<file path="config.mk">
export PLATFORM = sky130hd
export DESIGN_NAME = ppqs_ctrl
export DESIGN_NICKNAME = d
export VERILOG_FILES = /design/src/rtl/core/ppqs_pkg.sv /design/src/rtl/core/ppqs_ctrl.sv
export SDC_FILE = /design/constraint.sdc
export NUM_CORES = 1
export LEC_CHECK = 0
export ABC_AREA = 1
export BUFFER_PORTS_ARGS = -buffer_cell sky130_fd_sc_hd__buf_2
export CELL_PAD_IN_SITES_DETAIL_PLACEMENT = 1
export CELL_PAD_IN_SITES_GLOBAL_PLACEMENT = 2
export CORE_MARGIN = 5
export CORE_UTILIZATION = 10
export CTS_CLUSTER_SIZE = 16
export DETAILED_ROUTE_END_ITERATION = 12
export GPL_TIMING_DRIVEN = 0
export PLACE_DENSITY_LB_ADDON = 0.25
export SYNTH_ARGS = -nofsm -noshare
export SYNTH_HDL_FRONTEND = slang
export SYNTH_SLANG_ARGS = --single-unit
</file>
<file path="constraint.sdc">
create_clock -name clk -period 1.25 [get_ports clk]
set_input_delay 0.0625 -clock clk [delete_from_list [all_inputs] [get_ports clk]]
set_output_delay 0.0625 -clock clk [all_outputs]
set_load 0.02 [all_outputs]
</file>
<file path="src/rtl/core/ppqs_pkg.sv">
// Package: shared types, constants and command codes of the quantum scheduler.
package ppqs_pkg;

  localparam int DEF_MAX_TASKS = 16;
  localparam logic [7:0] QUANTUM_RESET = 8'd2;

  typedef enum logic [1:0] {
    CMD_ADD   = 2'd0,
    CMD_TICK  = 2'd1,
    CMD_CLEAR = 2'd2,
    CMD_NOP   = 2'd3
  } cmd_t;

  typedef struct packed {
    logic [1:0]  command;
    logic [15:0] task_id;
    logic [7:0]  task_priority;
    logic [31:0] arrive_tick;
    logic [15:0] work_ticks;
  } in_word_t;

  typedef struct packed {
    logic        accepted;
    logic [3:0]  slot_index;
    logic        ran;
    logic [15:0] run_id;
    logic [7:0]  run_priority;
    logic [15:0] run_remaining;
    logic        completed;
    logic [31:0] finish_tick;
    logic [31:0] wait_total;
    logic [4:0]  ready_length;
    logic        all_done;
    logic [31:0] tick_time;
  } out_word_t;

  // Controller to datapath commands.
  typedef struct packed {
    logic do_add;     // store task (one cycle)
    logic do_clear;
    logic scan_start; // reset scan pointer
    logic scan_step;  // examine one slot for arrival
    logic sel;        // reselection step
    logic sel_again;  // pick a task only if none runs (after a reinsert)
    logic run;        // run step and wait update
    logic finish;     // emit result
  } dp_cmd_t;

  typedef struct packed {
    logic scan_last;
    logic ins_busy;
  } dp_sts_t;

endpackage

</file>
<file path="src/rtl/core/ppqs_ctrl.sv">
// Controller: sequences add, tick scan, selection, run and clear.
module ppqs_ctrl
  import ppqs_pkg::*;
(
  input  logic     clk,
  input  logic     rst_n,
  input  logic     start,
  input  in_word_t in_word,
  input  dp_sts_t  sts,
  output logic     busy,
  output dp_cmd_t  cmd,
  output logic     out_valid
);

  typedef enum logic [2:0] {S_IDLE, S_POST, S_SCAN, S_SEL, S_SEL2, S_RUN, S_DONE}
    state_t;
  state_t state_r;

  always_ff @(posedge clk) begin
    if (!rst_n) begin
      state_r <= S_IDLE;
    end else begin
      case (state_r)
        S_IDLE: if (start) begin
          case (cmd_t'(in_word.command))
            CMD_TICK: state_r <= S_SCAN;
            default:  state_r <= S_POST;
          endcase
        end
        S_POST: state_r <= S_IDLE;
        S_SCAN: if (sts.scan_last && !sts.ins_busy) state_r <= S_SEL;
        S_SEL:  if (!sts.ins_busy) state_r <= S_SEL2;
        S_SEL2: if (!sts.ins_busy) state_r <= S_RUN;
        S_RUN:  state_r <= S_DONE;
        S_DONE: state_r <= S_IDLE;
        default: state_r <= S_IDLE;
      endcase
    end
  end

  assign busy = (state_r != S_IDLE);
  always_comb begin
    cmd = '0;
    cmd.do_add     = (state_r == S_IDLE) && start && (in_word.command == CMD_ADD);
    cmd.do_clear   = (state_r == S_IDLE) && start && (in_word.command == CMD_CLEAR);
    cmd.scan_start = (state_r == S_IDLE) && start;
    cmd.scan_step  = (state_r == S_SCAN);
    cmd.sel        = (state_r == S_SEL);
    cmd.sel_again  = (state_r == S_SEL2);
    cmd.run        = (state_r == S_RUN);
    cmd.finish     = (state_r == S_DONE) || (state_r == S_POST);
  end
  assign out_valid = (state_r == S_DONE) || (state_r == S_POST);

endmodule

</file>
==> impl_metrics.ini, run 1 <==
[sta]
fin_ws_ps = -33.2
fin_crit_sh_pct = 103
drv_slew = 0
tightestPinTransition_ps = 152
rsz0062_at_grt = true
period_minus_slack_ps = 1280
fin_hold_ws_ps = 67.5
skew_ps = 1.34
hold_violations = 0
maxSlewHeadroom_pct = 89.9
setup_viol = 2
fmax_mhz = 779

[setup_path]
r2r_end = state_r[0]
reg2reg_slack_ps = 70
cp_max_fo = 6
r2r-start = state_r[0]
setup.worst_path.start_class = flop
cp-end-kind = primary output
worstRegToRegCells = 8
critPathArrivalTime_ps = 1220
crit_type = reg2out
worstPathRequired_ps = 1190

[floorplan]
die_w_um = 65.4
die_h_um = 65.4
fp-row-count = 20
start_util_pct = 10.2
pin_count = 89
die-area_mm2 = 0.00427
core_mm2 = 0.00300

[outcome]
violations = setup timing
status = complete, but fails checks

[clocking]
root_buffer = clkbuf_4
htree_levels = 1
clock-sinks = 3
clock_path_buffers = 2
cts_buffers = 3
cts_tree = yes
worst_skew_pair.late_latency_ps = 230
clkTransAtPathRegs_ps = 40
ctsHoldBuffers = 0

[placement]
portBuffers = 16
place_worst_setup_slack_ps = 99.5
place_hpwl_um = 874
gp_congestion = 0.640

[layout]
regMostFlops = state_r
nNetsFinal = 155
fill_cells = 381
largest_reg_flops = 3
areaGrowthSynthToFinish_pct = 75.9
utilization_pct = 18.0
drive_gt1_share_pct = 65.3
final_common_cell = buf_2
top_regs = state_r (3)
mostFrequentLayoutCells = 12 x buf_2, 8 x buf_4, 7 x nor2_2
diodes = 0

[logic_synthesis]
synthCells = 49
synth-seq-area-share_pct = 19.6
ys_warn_count = 0
synth.distinct_cells = 16
synth_fa_ha_area_share_pct = 0
synth_top_family_by_area = simple AND/OR/NAND/NOR gates
netlist_area_um2 = 307
avgSynthCellArea_um2 = 6.26
synth_xor_area_share_pct = 0
synthTopCellsByArea = dfxtp_1 20%, nor2_2 10%, nand3_1 8.2%, nand2_1 7.3%, nor2_1 7.3%
synth_top_area_share_pct = 19.6
synth-seq-cells = 3
synth-simple-area-share_pct = 55.1
synthMuxAreaShare_pct = 0
synth_compound_area_share_pct = 9.39
synth.largest_area_cell = dfxtp_1
syn_nets = 128

[route]
totalWireLength_um = 1040
route.detailed.drc = 0
first_iter_violations = 2
drt-pass1-iter-count = 2
detail-route-antenna-nets = 0
viasPerCell = 3.60
wl_per_cell_um = 9.62
vias = 389

[worst_hold_path]
whs_path_depth = 3
hold_class = in2reg
holdPathEnd = state_r[2]
hold_start = rst_n

[run]
drv_cap = 0

[grt]
grt_first_pass_wirelength_um = 1790
grt_pass1_vias = 424
grt_max_degree = 7
grt_use_total_pct = 5.53
grt_overflow = 0
antenna_found_initial = 0

[power_and_ir_drop]
p_leak_nw = 0.276
ir_worst_vdd_mv = 0.408
power_density_mw_per_mm2 = 2240
worst max-delay path, cell delays in order, from the launching register on:
cell and delay (ps):
dfxtp_2 310, buf_6 120, nor2_4 90, nand2_2 70
nor2_4 90, inv_2 50, nor3_2 90, buf_4 160
power by group:
part           switching [mW]  internal (mW)  total [mW]  leakage, nW
clock                  0.0468          0.119       0.166       0.0150
sequential             0.0333          0.135       0.168       0.0258
combinational           0.483          0.389       0.872        0.235
total                   0.563          0.643        1.21        0.276
metrics by stage:
step / total power, mW / setup TNS [ps] / std cells / cell area, um2
2_1_floorplan: 0.688 / -46.1 / 49 / 317
3_3_place_gp: 0.872 / 0 / 98 / 438
3_5_place_dp: 0.879 / 0 / 98 / 438
4_1_cts: 1.17 / -104 / 106 / 507
5_1_grt: 1.32 / -280 / 108 / 539
6_report: 1.21 / -63.8 / 108 / 539
final cells by class:
| type | count | area [um2] | area share [%] |
|---|---|---|---|
| Buffer | 2 | 22.5 | 4.18 |
| Clock buffer | 4 | 26.3 | 4.87 |
| Inverter | 8 | 30.0 | 5.57 |
| Multi-Input combinational cell | 36 | 213 | 39.4 |
| Sequential cell | 3 | 63.8 | 11.8 |
| Tap cell | 33 | 41.3 | 7.66 |
| Timing Repair Buffer | 22 | 143 | 26.5 |
routing by layer:
layer / vias up / part of all wire (%) / track usage, % / routed length [um]
li1: 208 / - / - / -
met1: 171 / 47 / 6.69 / 487
met2: 10 / 45 / 8.47 / 465
met3: 0 / 8.3 / 2.91 / 86
met4: 0 / 0 / 1.55 / 0
met5: - / 0 / 0 / 0
worst max path at each step:
stage / start / end / cells after the start
global placement: state_r[2] / state_r[0] / 7
finish: state_r[0] / cmd[7] / 7
global route: state_r[0] / cmd[7] / 7
detailed placement: state_r[2] / state_r[0] / 7
floorplan: state_r[0] / cmd[6] / 6
CTS: state_r[0] / cmd[7] / 7
what timing repair did:
action	4_1_cts	5_1_grt
buffers inserted	4	2
setup endpoints to repair	3	5
pin swaps	2	1
gates resized for setup	5	7
cell usage after synthesis (all sizes together):
master / n
nand4: 1
dfxtp: 3
a21oi: 4
nand3: 6
nor2: 13
nor3: 2
o21ai: 1
inv: 8
nand2: 9
buf: 2
cells by family after synthesis:
family | after synthesis
compound gates | 5
simple gates | 31
flops | 3
buf+inv | 10
No activity file was read; power rests on OpenSTA's default activity.
==> run 2, diff against run 1 <==
ABC_AREA = 0   (was 1)
CORE_MARGIN = 2   (was 5)
==> run 2 against run 1 <==
The flow now finishes without violations. Combinational power down 63%. Clock power about the same. Power shrank 49%.
==> impl_metrics.ini, run 2 <==
[logic_synthesis]
synth_fa_ha_area_share_pct = 0
avgSynthCellArea_um2 = 7.19
postSynth.asyncResetShare_pct = 0
synth_common_cells = 6 x nor2_1, 4 x nand2_1, 3 x dfxtp_1
syn_nets = 118
synth_xor_area_share_pct = 0
ys_warn_count = 0
synthTopCellsByArea = dfxtp_1 21%, nor2_1 8.0%, nor4b_1 6.3%, o32ai_2 5.8%, nand2_1 5.4%
netlist_area_um2 = 280
synth-seq-area-share_pct = 21.4
synth.largest_area_cell = dfxtp_1
synth-seq-cells = 3
synth.distinct_cells = 25
synth.most_common_cell = nor2_1
synth-simple-area-share_pct = 42.4
synth_top_family_by_area = simple AND/OR/NAND/NOR gates
synthCells = 39
synthMuxAreaShare_pct = 4.02
synth_top_area_share_pct = 21.4
synthFlopType = dfxtp_1
synth_compound_area_share_pct = 19.6
synth_edf_count = 0

[worst_hold_path]
hold_class = in2reg
whs_path_depth = 2

[setup_path]
setup.worst_path.start_class = flop
worstRegToRegCells = 4
crit_cells = 4
path_buf_inv = 0
worstPathCellList = or2b_1 -> o32ai_2 -> nor2_2 -> mux2_1
cp_top_family = flip-flops
worstPathRequired_ps = 1360
cp-end-kind = flop
crit_type = reg2reg
critPathSlowestCell = dfxtp_2
cp_max_fo = 3
critical-path-max-stage-delay_ps = 350
critPathArrivalTime_ps = 1330

[route]
route.detailed.drc = 0
wl_per_cell_um = 9.83
viasPerCell = 3.97
top_layer = met3
wl_met1_um = 416
vias = 377
totalWireLength_um = 934
route.met2.wl_um = 474
first_iter_violations = 3
wl_met3_um = 42
detail-route-antenna-nets = 0
drt-pass1-iter-count = 3

[layout]
drive_gt1_share_pct = 64.1
largest_reg_flops = 3
stdcell_count = 95
final_common_cell = buf_2
diodes = 0
utilization_pct = 20.1
mostFrequentLayoutCells = 12 x buf_2, 10 x buf_4, 4 x nand2_1
top_regs = state_r (3)
regMostFlops = state_r
final_area_um2 = 546
nNetsFinal = 144
areaGrowthSynthToFinish_pct = 94.6
fill_cells = 354

[floorplan]
fp-row-count = 19
core_mm2 = 0.00271
die_w_um = 56.9
start_util_pct = 10.3
die-area_mm2 = 0.00324
die_h_um = 56.9
pin_count = 89

[sta]
fmax_mhz = 819
setup_viol = 0
tightestPinTransition_ps = 294
hold_violations = 0
tns_ps = 0
skew_ps = 2.90
rsz0062_at_grt = true
period_minus_slack_ps = 1220
maxSlewHeadroom_pct = 80.3
fin_crit_sh_pct = 97.6
drv_slew = 0

[power_and_ir_drop]
p_leak_nw = 0.253
switching_share_pct = 37.2
comb_power_share_pct = 52.2
intPower_mw = 0.384
ir_worst_vdd_mv = 0.264
power_switching_mw = 0.228
power_frac_seq_pct = 21.0
clkPwrFrac_pct = 26.8
total_power_mw = 0.612
power_density_mw_per_mm2 = 1120

[placement]
place_hpwl_um = 731
gp_congestion = 0.613
place_area_um2 = 399
post-place-cells = 86
portBuffers = 16

[grt]
grt_overflow = 0
antenna_found_initial = 0
grt_first_pass_wirelength_um = 1610
grt_pass1_vias = 398
grt_max_degree = 11
grt_use_total_pct = 6.41

[clocking]
root_buffer = clkbuf_4
worst_skew_pair.late_latency_ps = 230
clkTransAtPathRegs_ps = 40
cts_tree = yes
cts_buffers = 3
clock_path_buffers = 2
htree_levels = 1
clock-sinks = 3

[outcome]
status = finished, final reports clean

[run]
drv_cap = 0
## run 2: cell count changes in the layout (fill, tap and decap cells not counted), sizes merged, moves of 3 or more
cell   before  now
nand2       9    4
nor2       13    6
nand3       6    1
inv         8    3
a21oi       4    1
## run 2: final cells by class
cell class	count	area, um2	area share [%]
plain buffers	2	22.5	4.13
clock buffers	4	26.3	4.82
inverters	3	13.8	2.52
multi-input cells	30	240	44.0
flip-flops and latches	3	68.8	12.6
well taps	31	38.8	7.11
repair buffers	22	135	24.8
## run 2: cells by family after synthesis
logic type | after synthesis
simple gates | 22
flops | 3
buf+inv | 6
mux | 1
compound gates | 7
## run 2: worst paths after layout
kind | start | end | slack [ps]
hold reg to reg | state_r[2] | state_r[1] | 700
setup reg to reg | state_r[1] | state_r[0] | 30
hold / removal | rst_n | state_r[2] | 80
setup / recovery | state_r[1] | state_r[0] | 30
## run 2: timing repair
item                                    CTS  global route
endpoints found under the setup margin    8             7
gates cloned                              0             0
pin swaps                                 5             1
hold buffers                              0             0
gates resized for setup                  15             9
buffers inserted                          4             2
## run 2: layer usage
metal	track usage [%]	vias to the layer above
li1	-	191
met1	7.32	178
met2	10.7	8
met3	1.59	0
met4	3.99	0
met5	0	-
## run 2: metrics by stage
stage | setup WS, ps | hold slack, ps
2_1_floorplan | 21.2 | 184
3_3_place_gp | -39.8 | 328
3_5_place_dp | -54.4 | 324
4_1_cts | -4.55 | 83.1
5_1_grt | -36.7 | 106
6_report | 29.7 | 84.6
## run 2: power groups by stage
stage               combinational, mW  clock, mW  sequential (mW)
floorplan                       0.171          0            0.117
global placement                0.246          0            0.121
detailed placement              0.244          0            0.121
CTS                             0.287      0.175            0.129
global route                    0.348      0.184            0.132
finish                          0.319      0.164            0.129
## run 2: worst register-to-register path: cells and delay by family, from the launching register on
family | cells | cell delay (ps)
flip-flops | 1 | 350
AND/OR/NAND/NOR | 2 | 330
multiplexers | 1 | 300
AO/OA/AOI/OAI | 1 | 120
==> run 3, diff against run 2 <==
clock period = 1.3 ns   (was 1.25 ns; I/O delays follow)
==> run 3 against run 2 <==
Power shrank 4.0%. Via count rose by 1.9%. Non-clock buffer count rose by 2. Final cell count increased by 2.1%. Sequential power fell by 7%. Clock skew barely moved. First-iteration DRC count grew 67%. Register-to-register slack gained 30 ps. Setup slack improved by 4.0 ps. Worst hold slack improved by 3.3 ps. Clock power decreased by 4%. Largest cell class unchanged. Largest power group unchanged.
==> impl_metrics.ini, run 3 (synthesis results as in run 2) <==
[route]
vias = 384
totalWireLength_um = 1020
first_iter_violations = 5
route.detailed.drc = 0
viasPerCell = 3.96
drt-pass1-iter-count = 2
detail-route-antenna-nets = 0
wl_per_cell_um = 10.5

[sta]
drv_slew = 0
rsz0062_at_grt = true
setup_viol = 0
hold_violations = 0
fmax_mhz = 790
maxSlewHeadroom_pct = 79.0
period_minus_slack_ps = 1270
skew_ps = 3.08
fin_hold_ws_ps = 87.9
tightestPinTransition_ps = 307
fin_crit_sh_pct = 97.4

[clocking]
clock-sinks = 3
clock_path_buffers = 2
root_buffer = clkbuf_4
clkTransAtPathRegs_ps = 40
cts_tree = yes
htree_levels = 1
cts_buffers = 3
worst_skew_pair.late_latency_ps = 230

[placement]
place_area_um2 = 399
place_hpwl_um = 731
portBuffers = 16
gp_congestion = 0.613

[grt]
grt_overflow = 0
met2_usage_pct = 10.5
antenna_found_initial = 0
grt_use_total_pct = 6.36
busiest_layer = met2
grt_first_pass_wirelength_um = 1600
grt_max_degree = 11
met1_usage_pct = 7.32
met3_usage_pct = 1.59
grt_pass1_vias = 395

[floorplan]
start_util_pct = 10.3
die_w_um = 56.9
core_mm2 = 0.00271
pin_count = 89
die_h_um = 56.9
fp-row-count = 19
die-area_mm2 = 0.00324

[setup_path]
reg2reg_slack_ps = 60
worstPathRequired_ps = 1240
cp_max_fo = 4
r2r-start = state_r[1]
worstRegToRegCells = 4
cp-end-kind = primary output
path_buf_inv = 1
critPathArrivalTime_ps = 1200
critPathSlowestCell = dfxtp_2
cp_top_family = simple AND/OR/NAND/NOR gates
setup.worst_path.start_class = flop
worstPathCellList = nor2_2 -> nand3_2 -> nor3b_2 -> buf_4
critical-path-max-stage-delay_ps = 330
r2r_end = state_r[0]
crit_type = reg2out

[power_and_ir_drop]
ir_worst_vdd_mv = 0.265
power_density_mw_per_mm2 = 1100
p_leak_nw = 0.259

[worst_hold_path]
hold_class = in2reg
hold_start = rst_n
holdPathEnd = state_r[2]
whs_path_depth = 2

[layout]
nNetsFinal = 146
final_common_cell = buf_2
drive_gt1_share_pct = 63.6
utilization_pct = 19.8
fill_cells = 355
areaGrowthSynthToFinish_pct = 91.1
regMostFlops = state_r
diodes = 0
mostFrequentLayoutCells = 16 x buf_2, 8 x buf_4, 4 x nand2_1, 4 x nor2_1, 3 x clkbuf_4
largest_reg_flops = 3
top_regs = state_r (3)
final_area_um2 = 536

[run]
drv_cap = 0

[outcome]
status = finished, final reports clean
-- run 3: worst max path at each step --
stage	startpoint	endpoint	slack, ps	cells past startpoint
global placement	state_r[1]	state_r[0]	10	4
global route	state_r[0]	cmd[0]	-30	5
finish	state_r[1]	cmd[6]	30	4
floorplan	state_r[0]	cmd[0]	70	4
detailed placement	state_r[1]	state_r[0]	-4	4
CTS	state_r[1]	cmd[6]	9	4
-- run 3: stage by stage --
stage | cells | power, mW | setup TNS, ps | setup slack, ps
floorplan | 39 | 0.277 | 0 | 68.7
global placement | 86 | 0.352 | 0 | 10.2
detailed placement | 86 | 0.351 | -4.43 | -4.43
CTS | 93 | 0.558 | 0 | 8.81
global route | 97 | 0.632 | -86.9 | -34.9
finish | 97 | 0.587 | 0 | 33.7
-- run 3: final cells by class --
| class | instances | area (um2) | area share, % |
|---|---|---|---|
| inverters | 3 | 13.8 | 2.57 |
| plain buffers | 3 | 30.0 | 5.61 |
| flip-flops and latches | 3 | 66.3 | 12.4 |
| well taps | 31 | 38.8 | 7.24 |
| multi-input cells | 30 | 228 | 42.5 |
| repair buffers | 23 | 133 | 24.8 |
| clock buffers | 4 | 26.3 | 4.91 |
-- run 3: power by group --
part	internal [mW]	leakage (nW)	switching [mW]
sequential	0.104	0.0261	0.0160
clock	0.115	0.0150	0.0431
combinational	0.148	0.218	0.160
-- run 3: per-layer routing --
layer  routed length (um)  part of all wire, %  vias to the layer above
met5                    0                    0                        -
met4                    0                    0                        0
met3                   43                  4.2                        0
met2                  531                   52                        8
met1                  448                   44                      184
li1                     -                    -                      192
-- run 3: repair_timing --
action,CTS,global route
buffers inserted,3,3
resized for setup,10,6
setup endpoints to repair,5,5
gates cloned,0,1
hold buffers,0,0
